--- src/rtl/pfa_pkg.sv ---
// ----------------------------------------------------------------------------
// pfa_pkg
// Shared constants and codes for the pool free list allocator.
// ----------------------------------------------------------------------------
package pfa_pkg;

	localparam int MAX_CHUNKS       = 8;
	localparam int MAX_CHUNK_BLOCKS = 64;

	localparam int ID_W        = 9;
	localparam int STACK_DEPTH = 1 << ID_W;
	localparam int FILL_W      = ID_W + 1;
	localparam int CB_W        = 7;
	localparam int ACT_W       = 2;
	localparam int ST_W        = 2;
	localparam int CHUNK_CNT_W = $clog2(MAX_CHUNKS + 1);

	localparam int APB_DATA_W = 32;
	localparam int APB_ADDR_W = 3;

	localparam logic [ACT_W-1:0] ACT_ALLOC = 2'd0;
	localparam logic [ACT_W-1:0] ACT_FREE  = 2'd1;
	localparam logic [ACT_W-1:0] ACT_CLEAR = 2'd2;

	localparam logic [ST_W-1:0] ST_OK        = 2'd0;
	localparam logic [ST_W-1:0] ST_EXHAUSTED = 2'd1;
	localparam logic [ST_W-1:0] ST_NULL_FREE = 2'd2;
	localparam logic [ST_W-1:0] ST_FULL_DROP = 2'd3;

	localparam logic [0:0] REG_CHUNK_BLOCKS = 1'b0;

	localparam logic [CB_W-1:0] CHUNK_BLOCKS_RESET = 7'd64;

endpackage

--- src/rtl/pfa_req_if.sv ---
// ----------------------------------------------------------------------------
// pfa_req_if
// Request channel: valid/ready handshake carrying one allocator command.
// ----------------------------------------------------------------------------
interface pfa_req_if
	import pfa_pkg::*;
();
	logic             valid;
	logic             ready;
	logic [ACT_W-1:0] action;
	logic [ID_W-1:0]  block_id;
	logic             block_present;

	modport source (output valid, output action, output block_id, output block_present,
		input ready);
	modport sink (input valid, input action, input block_id, input block_present,
		output ready);
endinterface

--- src/rtl/pfa_rsp_if.sv ---
// ----------------------------------------------------------------------------
// pfa_rsp_if
// Response channel: valid/ready handshake carrying one allocator result.
// ----------------------------------------------------------------------------
interface pfa_rsp_if
	import pfa_pkg::*;
();
	logic              valid;
	logic              ready;
	logic [ST_W-1:0]   status;
	logic [ID_W-1:0]   granted_id;
	logic [FILL_W-1:0] free_count;

	modport source (output valid, output status, output granted_id, output free_count,
		input ready);
	modport sink (input valid, input status, input granted_id, input free_count,
		output ready);
endinterface

--- src/rtl/pfa_ram.sv ---
// ----------------------------------------------------------------------------
// pfa_ram
// Generic single write port, single read port RAM with registered read data.
// ----------------------------------------------------------------------------
module pfa_ram #(
	parameter int WIDTH = 8,
	parameter int DEPTH = 16
) (
	input  logic                     clk,
	input  logic                     we,
	input  logic [$clog2(DEPTH)-1:0] waddr,
	input  logic [WIDTH-1:0]         wdata,
	input  logic [$clog2(DEPTH)-1:0] raddr,
	output logic [WIDTH-1:0]         rdata
);

	logic [WIDTH-1:0] mem [DEPTH];

	always_ff @(posedge clk) begin
		if (we) begin
			mem[waddr] <= wdata;
		end
		rdata <= mem[raddr];
	end

endmodule

--- src/rtl/pool_free_list_allocator.sv ---
// ----------------------------------------------------------------------------
// pool_free_list_allocator
// LIFO free stack of block ids held in one synchronous RAM, refilled a chunk
// at a time. The bottom of the stack after a clear or a chunk refill is kept
// as a virtual run (base + index) until pushes overwrite it, so no fill sweep.
// Free, clear and unused commands: result valid in the cycle after the transaction.
// Allocate: goes through S_POP, then the result is registered from stack RAM data.
// Throughput: one free/clear per cycle unless rsp stalls; allocate blocks in S_POP.
// Reset and clear are immediate: no memory clearing pass.
// ----------------------------------------------------------------------------
module pool_free_list_allocator
	import pfa_pkg::*;
(
	input  logic                  clk,
	input  logic                  arst_n,
	pfa_req_if.sink               req,
	pfa_rsp_if.source             rsp,
	input  logic                  psel,
	input  logic                  penable,
	input  logic                  pwrite,
	input  logic [APB_ADDR_W-1:0] paddr,
	input  logic [APB_DATA_W-1:0] pwdata,
	output logic [APB_DATA_W-1:0] prdata,
	output logic                  pready
);

	typedef enum logic {S_IDLE, S_POP} state_t;

	state_t                 state_q;
	logic [CB_W-1:0]        chunk_blocks_q;
	logic [FILL_W-1:0]      fill_q;
	logic [CHUNK_CNT_W-1:0] chunks_q;
	logic [CB_W-1:0]        vlim_q;
	logic [ID_W-1:0]        vbase_q;

	logic [ST_W-1:0]        status_s1;
	logic                   grant_s1;
	logic                   virt_s1;
	logic [ID_W-1:0]        vval_s1;

	logic                   rsp_valid_q;
	logic [ST_W-1:0]        rsp_status_q;
	logic [ID_W-1:0]        rsp_granted_q;
	logic [FILL_W-1:0]      rsp_count_q;

	logic                   req_fire;
	logic                   rsp_load;
	logic                   cfg_write;
	logic [CB_W-1:0]        n_eff;
	logic [CHUNK_CNT_W+CB_W-1:0] prod;
	logic [FILL_W-1:0]      pop_idx;
	logic                   stack_full;

	logic                   mem_we;
	logic [ID_W-1:0]        mem_raddr;
	logic [ID_W-1:0]        mem_rdata;

	assign pready    = 1'b1;
	assign cfg_write = psel && penable && pwrite && pready;
	assign prdata    = (paddr[2] == REG_CHUNK_BLOCKS && paddr[1:0] == 2'b00)
		? {{(APB_DATA_W-CB_W){1'b0}}, chunk_blocks_q} : '0;

	assign req.ready = (state_q == S_IDLE) && (!rsp_valid_q || rsp.ready);
	assign req_fire  = req.valid && req.ready;
	assign rsp_load  = (state_q == S_POP) || (req_fire && req.action != ACT_ALLOC);

	assign rsp.valid      = rsp_valid_q;
	assign rsp.status     = rsp_status_q;
	assign rsp.granted_id = rsp_granted_q;
	assign rsp.free_count = rsp_count_q;

	always_comb begin
		if (chunk_blocks_q == '0) begin
			n_eff = CB_W'(1);
		end else if ({{(32-CB_W){1'b0}}, chunk_blocks_q} > 32'(MAX_CHUNK_BLOCKS)) begin
			n_eff = CB_W'(MAX_CHUNK_BLOCKS);
		end else begin
			n_eff = chunk_blocks_q;
		end
	end

	assign prod       = chunks_q * n_eff;
	assign pop_idx    = fill_q - FILL_W'(1);
	assign stack_full = (fill_q == FILL_W'(STACK_DEPTH));
	assign mem_raddr  = pop_idx[ID_W-1:0];
	assign mem_we     = req_fire && (req.action == ACT_FREE) && req.block_present
		&& !stack_full;

	pfa_ram #(
		.WIDTH (ID_W),
		.DEPTH (STACK_DEPTH)
	) u_stack (
		.clk   (clk),
		.we    (mem_we),
		.waddr (fill_q[ID_W-1:0]),
		.wdata (req.block_id),
		.raddr (mem_raddr),
		.rdata (mem_rdata)
	);

	always_ff @(posedge clk or negedge arst_n) begin
		if (!arst_n) begin
			state_q        <= S_IDLE;
			chunk_blocks_q <= CHUNK_BLOCKS_RESET;
			fill_q         <= FILL_W'(CHUNK_BLOCKS_RESET);
			chunks_q       <= CHUNK_CNT_W'(1);
			vlim_q         <= CHUNK_BLOCKS_RESET;
			vbase_q        <= '0;
			status_s1      <= ST_OK;
			grant_s1       <= 1'b0;
			virt_s1        <= 1'b0;
			vval_s1        <= '0;
			rsp_valid_q    <= 1'b0;
			rsp_status_q   <= ST_OK;
			rsp_granted_q  <= '0;
			rsp_count_q    <= '0;
		end else begin
			if (cfg_write && paddr[2] == REG_CHUNK_BLOCKS) begin
				chunk_blocks_q <= pwdata[CB_W-1:0];
			end

			if (rsp_load) begin
				rsp_valid_q <= 1'b1;
			end else if (rsp_valid_q && rsp.ready) begin
				rsp_valid_q <= 1'b0;
			end

			unique case (state_q)
				S_IDLE: begin
					if (req_fire) begin
						case (req.action)
							ACT_ALLOC: begin
								state_q <= S_POP;
								if (fill_q == '0) begin
									if ({{(32-CHUNK_CNT_W){1'b0}}, chunks_q} >= 32'(MAX_CHUNKS)) begin
										status_s1 <= ST_EXHAUSTED;
										grant_s1  <= 1'b0;
									end else begin
										// refill: next chunk becomes the virtual run
										status_s1 <= ST_OK;
										grant_s1  <= 1'b1;
										virt_s1   <= 1'b1;
										vval_s1   <= ID_W'(prod) + ID_W'(n_eff) - ID_W'(1);
										vbase_q   <= ID_W'(prod);
										vlim_q    <= n_eff;
										fill_q    <= FILL_W'(n_eff) - FILL_W'(1);
										chunks_q  <= chunks_q + CHUNK_CNT_W'(1);
									end
								end else begin
									status_s1 <= ST_OK;
									grant_s1  <= 1'b1;
									virt_s1   <= pop_idx < FILL_W'(vlim_q);
									vval_s1   <= vbase_q + pop_idx[ID_W-1:0];
									fill_q    <= pop_idx;
								end
							end
							ACT_FREE: begin
								rsp_granted_q <= '0;
								if (!req.block_present) begin
									rsp_status_q <= ST_NULL_FREE;
									rsp_count_q  <= fill_q;
								end else if (stack_full) begin
									rsp_status_q <= ST_FULL_DROP;
									rsp_count_q  <= fill_q;
								end else begin
									rsp_status_q <= ST_OK;
									rsp_count_q  <= fill_q + FILL_W'(1);
									fill_q       <= fill_q + FILL_W'(1);
									if (fill_q < FILL_W'(vlim_q)) begin
										vlim_q <= fill_q[CB_W-1:0];
									end
								end
							end
							ACT_CLEAR: begin
								fill_q        <= FILL_W'(n_eff);
								vlim_q        <= n_eff;
								vbase_q       <= '0;
								chunks_q      <= CHUNK_CNT_W'(1);
								rsp_status_q  <= ST_OK;
								rsp_granted_q <= '0;
								rsp_count_q   <= FILL_W'(n_eff);
							end
							default: begin
								rsp_status_q  <= ST_OK;
								rsp_granted_q <= '0;
								rsp_count_q   <= fill_q;
							end
						endcase
					end
				end
				S_POP: begin
					state_q       <= S_IDLE;
					rsp_status_q  <= status_s1;
					rsp_count_q   <= fill_q;
					if (!grant_s1) begin
						rsp_granted_q <= '0;
					end else if (virt_s1) begin
						rsp_granted_q <= vval_s1;
					end else begin
						rsp_granted_q <= mem_rdata;
					end
				end
				default: begin
					state_q <= S_IDLE;
				end
			endcase
		end
	end

endmodule
--- src/flat_wrapper.sv ---
// flat-port wrapper written by rule: the top's interface ports become plain ports
module pool_free_list_allocator_flat import pfa_pkg::*;
  (clk, arst_n, psel, penable, pwrite, paddr, pwdata, prdata, pready, req_valid, req_action, req_block_id, req_block_present, req_ready, rsp_valid, rsp_status, rsp_granted_id, rsp_free_count, rsp_ready);
  pfa_req_if req_i ();
  pfa_rsp_if rsp_i ();
  input  logic clk;
  input  logic arst_n;
  input  logic psel;
  input  logic penable;
  input  logic pwrite;
  input  logic [APB_ADDR_W-1:0] paddr;
  input  logic [APB_DATA_W-1:0] pwdata;
  output logic [APB_DATA_W-1:0] prdata;
  output logic pready;
  input wire logic [$bits(req_i.valid)-1:0] req_valid;
  input wire logic [$bits(req_i.action)-1:0] req_action;
  input wire logic [$bits(req_i.block_id)-1:0] req_block_id;
  input wire logic [$bits(req_i.block_present)-1:0] req_block_present;
  output wire logic [$bits(req_i.ready)-1:0] req_ready;
  output wire logic [$bits(rsp_i.valid)-1:0] rsp_valid;
  output wire logic [$bits(rsp_i.status)-1:0] rsp_status;
  output wire logic [$bits(rsp_i.granted_id)-1:0] rsp_granted_id;
  output wire logic [$bits(rsp_i.free_count)-1:0] rsp_free_count;
  input wire logic [$bits(rsp_i.ready)-1:0] rsp_ready;
  assign req_i.valid = req_valid;
  assign req_i.action = req_action;
  assign req_i.block_id = req_block_id;
  assign req_i.block_present = req_block_present;
  assign req_ready = req_i.ready;
  assign rsp_valid = rsp_i.valid;
  assign rsp_status = rsp_i.status;
  assign rsp_granted_id = rsp_i.granted_id;
  assign rsp_free_count = rsp_i.free_count;
  assign rsp_i.ready = rsp_ready;
  pool_free_list_allocator u_core (.clk(clk), .arst_n(arst_n), .req(req_i), .rsp(rsp_i), .psel(psel), .penable(penable), .pwrite(pwrite), .paddr(paddr), .pwdata(pwdata), .prdata(prdata), .pready(pready));
endmodule
--- config.mk ---
export PLATFORM = sky130hd
export DESIGN_NAME = pool_free_list_allocator_flat
export DESIGN_NICKNAME = d
export VERILOG_FILES = /design/src/rtl/pfa_pkg.sv /design/src/rtl/pfa_req_if.sv /design/src/rtl/pfa_rsp_if.sv /design/src/rtl/pfa_ram.sv /design/src/rtl/pool_free_list_allocator.sv /design/src/flat_wrapper.sv
export SDC_FILE = /design/constraint.sdc
export NUM_CORES = 2
export LEC_CHECK = 0
export BUFFER_PORTS_ARGS = -buffer_cell sky130_fd_sc_hd__buf_4
export CAP_MARGIN = 15
export CORE_MARGIN = 8
export CORE_UTILIZATION = 40
export CTS_BUF_LIST = sky130_fd_sc_hd__clkbuf_8
export DETAILED_ROUTE_END_ITERATION = 10
export PLACE_DENSITY = 0.53
export SYNTH_ARGS = -nofsm -noshare
export SYNTH_HDL_FRONTEND = slang
export SYNTH_HIERARCHICAL = 1
export SYNTH_MEMORY_MAX_BITS = 65536
export SYNTH_SLANG_ARGS = --single-unit
export TNS_END_PERCENT = 50
--- constraint.sdc ---
create_clock -name clk -period 14.1 [get_ports clk]
set_clock_uncertainty 0.15 [all_clocks]
set_input_delay 0.705 -clock clk [delete_from_list [all_inputs] [get_ports clk]]
set_output_delay 0.705 -clock clk [all_outputs]
set_load 0.03 [all_outputs]
==> results.yml <==
status:
  outcome: "complete, no violations"
yosys:
  ys_async_sr_fraction_pct: 1.54
  synth_edf_count: 4608
  synthFlopType: "edfxtp_1"
  synth.area.mux_share_pct: 14.1
  synth_cells: 9594
  ys_top_cells_by_area: "edfxtp_1 (75%), mux4_2 (9.1%), mux2i_1 (4.8%)"
  synth_top_family_by_area: "multiplexers"
  synth_top_area_share_pct: 74.5
  synthXorXnorAreaFrac_pct: 0.159
  yosys.area.top_type: "edfxtp_1"
  synth_cell_types: 83
  synth_compound_area_share_pct: 4.74
  synthAdderAreaFrac_pct: 0.480
  synth-simple-area-share_pct: 2.83
  yosys_warnings: 6
  synth-seq-area-share_pct: 75.6
  netlist_area_um2: 186000
  synth_seq_cells: 4689
  synth_area_per_cell_um2: 19.3
power:
  vdd_drop_max_mv: 0.262
  p_leak_nw: 67.4
  power_mw: 40.2
  p_per_area_nw_per_um2: 195
critical_path:
  reg2reg_from: "u_core/fill_q[0]$_DFFE_PN0P_"
  cp.arrival_ns: 8.52
  path_max_fanout: 68
  required_ns: 15.07
  critPathMaxStageDelay_ns: 0.85
  crit_type: "flip-flop to flip-flop"
  crit_slowest_cell: "buf_4"
  start_kind: "flip-flop"
  crit_path_cell_trace: "buf_4 -> inv_8 -> ha_1 -> inv_8 -> or2_4 -> buf_4 -> buf_4 -> o221ai_1 -> o31ai_1 -> nor4_1 -> nand4_1 -> nand4_1 -> and4bb_1"
  worstSetupEndpointType: "flip-flop"
  worstRegToRegCells: 13
  r2r_end: "u_core/u_stack/rdata[2]$_DFF_P_"
  path_common_cell: "buf_4"
  regToRegSetupSlack_ns: 6.56
sta:
  fin_crit_sh_pct: 53.5
  whs_ns: 0.244
  fin_setup_tns_ns: 0
  hold_viol_final: 0
  rsz0062_at_grt: "false"
  fin_crit_ns: 7.54
  report.final.slew_viol_count: 0
  relSlewSlack_pct: 17.2
  setup_viol: 0
  max_clock_freq_mhz: 133
  worstMarginPinSlew_ns: 1.23
routing:
  drt_pass1_iterations: 5
  num_vias: 96340
  avgViaCountPerCell: 5.73
  drcViolationCount: 0
  drt-initial-drc-count: 9783
  drtAntennaViolNets: 0
  routed_wl_mm: 506
  avgRoutedWirePerCell_um: 30.1
cts:
  clockRootBuffer: "clkbuf_8"
  cts_tree: "yes"
  cts_buffer_depth: 4
  htreeDepth: 6
  cts_num_sinks: 4689
  cts_inserted_buffers: 750
  cts-resized-gates: 0
  postCtsSetupBuffers: 0
  clkSlewWorstSetupHoldPaths_ns: 0.06
  clk_latency_ns: 1.26
global_route:
  grt_pass1_vias: 97028
  gr-usage-all-layers_pct: 20.1
  grt-ovfl-total: 0
  grt_pass1_wl_mm: 716
  antenna_found_initial: 22
  grt_max_degree: 186
floorplanning:
  core_area_um2: 463000
  start_util_pct: 40.1
  die_area_um2: 486000
  num_rows: 250
  io_pins: 110
  die_h_um: 697
  fp.dieW_um: 697
finish:
  syn_to_final_growth_pct: 10.9
  post-route-util_pct: 44.5
  seqCellArea_um2: 140000
  stdcell_count: 16803
  final_common_cell: "edfxtp_1"
  fin_nets: 10133
  n_fill_cell: 39905
  drive_above_1_share_pct: 18.4
  final_cell_mix: "edfxtp_1 (4,608), mux2i_1 (892), clkbuf_8 (773)"
  multiInputGateArea_um2: 41800
min_path:
  min-delay-path-class: "input pin to flip-flop"
  holdCritStartpoint: "req_action[0]"
  min_path_cells: 7
  hold_end: "u_core/chunks_q[1]$_DFFE_PN0P_"
placement:
  dp.final_hpwl_mm: 295
  port_buffers: 58
  gp_congestion: 0.815
  dp_cells: 15392
flow_run:
  drv_cap: 0
stage by stage:
step	worst slack, ns	instance area (um^2)
after floorplan	9.30	186000
after global placement	6.67	192000
after detailed placement	6.64	192000
after CTS	6.59	206000
after global routing	6.32	206000
final	6.56	206000
layout make-up:
cell class | instances | share of cell area (%)
clock inverter | 572 | 1.28
antenna | 21 | 0.0255
sequential | 4689 | 68.2
inverter | 65 | 0.130
tap | 6174 | 3.75
clock buffer | 773 | 5.17
timing repair buffer | 269 | 1.16
multi-input combinational | 4240 | 20.3
cell families after synthesis:
logic type / Yosys count
mux: 1670
flops: 4689
other cells: 2
compound gates: 1270
simple gates: 1178
xor+xnor: 32
buf+inv: 689
fa+ha+maj: 64
critical path: cells and delay by family (launching register included):
family	cells	cell delay, ns
buffers and inverters	5	2.85
and+or+nand+nor	5	2.32
adders and majority gates	1	0.43
AOI/OAI and AO/OA	2	0.99
DFF	1	0.37
per-layer routing:
| metal | vias to the layer above | track usage (%) | routed length [um] |
|---|---|---|---|
| li1 | 40567 | - | - |
| met1 | 51318 | 28.0 | 215000 |
| met2 | 3669 | 32.3 | 241000 |
| met3 | 772 | 3.68 | 35500 |
| met4 | 14 | 6.01 | 14500 |
| met5 | - | 0 | 97 |
where the power goes:
| part | internal (mW) | switching (mW) | total [mW] |
|---|---|---|---|
| Sequential | 15.4 | 0.153 | 15.6 |
| Combinational | 4.84 | 9.32 | 14.2 |
| Clock | 5.20 | 5.30 | 10.5 |
sequential cells by signal, summed over array words and instances, names as in the netlist, 2 cells and up:
register / flops
u_core/rsp.granted_id: 9
u_core/vval_s1: 9
u_core/rsp.free_count: 10
u_core/chunks_q: 4
u_core/chunk_blocks_q: 7
u_core/vbase_q: 9
u_core/u_stack/rdata: 9
u_core/vlim_q: 7
u_core/rsp.status: 2
u_core/fill_q: 10
u_core/u_stack/mem: 4608
cells in the mapped netlist (7+ instances only):
cell,n
buf_8,20
buf_2,87
mux4_2,747
inv_1,63
a221o_1,8
o21ai_1,19
a21o_1,11
a21oi_1,255
and3_1,13
nor2_1,646
nand2_1,213
a31oi_1,19
dfxtp_1,9
o22ai_1,200
a211oi_1,23
nor2b_1,19
xnor2_1,18
nor3_1,63
o221ai_1,425
a22oi_1,54
clkbuf_1,269
and4bb_1,8
and4_1,8
mux2_2,31
nor4_1,30
buf_1,68
ha_1,52
fa_1,12
nand4_1,70
dfrtp_1,68
edfxtp_1,4608
o22a_1,8
xor2_1,13
buf_4,111
nand2b_1,8
o31ai_1,29
mux2i_1,892
nand3_1,37
buf_6,63
o21a_1,7
o21ai_0,174
and2_1,30
how the worst max path moves through the flow:
stage                                          from  cells past startpoint  slack, ns                              end
3_5_place_dp           u_core/fill_q[0]$_DFFE_PN0P_                     13       6.64  u_core/u_stack/rdata[6]$_DFF_P_
6_report               u_core/fill_q[0]$_DFFE_PN0P_                     13       6.56  u_core/u_stack/rdata[2]$_DFF_P_
3_3_place_gp           u_core/fill_q[0]$_DFFE_PN0P_                     13       6.67  u_core/u_stack/rdata[3]$_DFF_P_
5_1_grt                u_core/fill_q[0]$_DFFE_PN0P_                     13       6.32  u_core/u_stack/rdata[6]$_DFF_P_
4_1_cts                u_core/fill_q[0]$_DFFE_PN0P_                     13       6.59  u_core/u_stack/rdata[5]$_DFF_P_
2_1_floorplan  u_core/chunk_blocks_q[2]$_DFFE_PN0P_                     21       9.30    u_core/vval_s1[8]$_DFFE_PN0P_
what timing repair did:
action / in CTS / in global routing
hold buffers: 42 / 0
hold endpoints to repair: 917 / 0
endpoints found under the setup margin: 0 / 0
No activity file was read; power rests on OpenSTA's default activity.
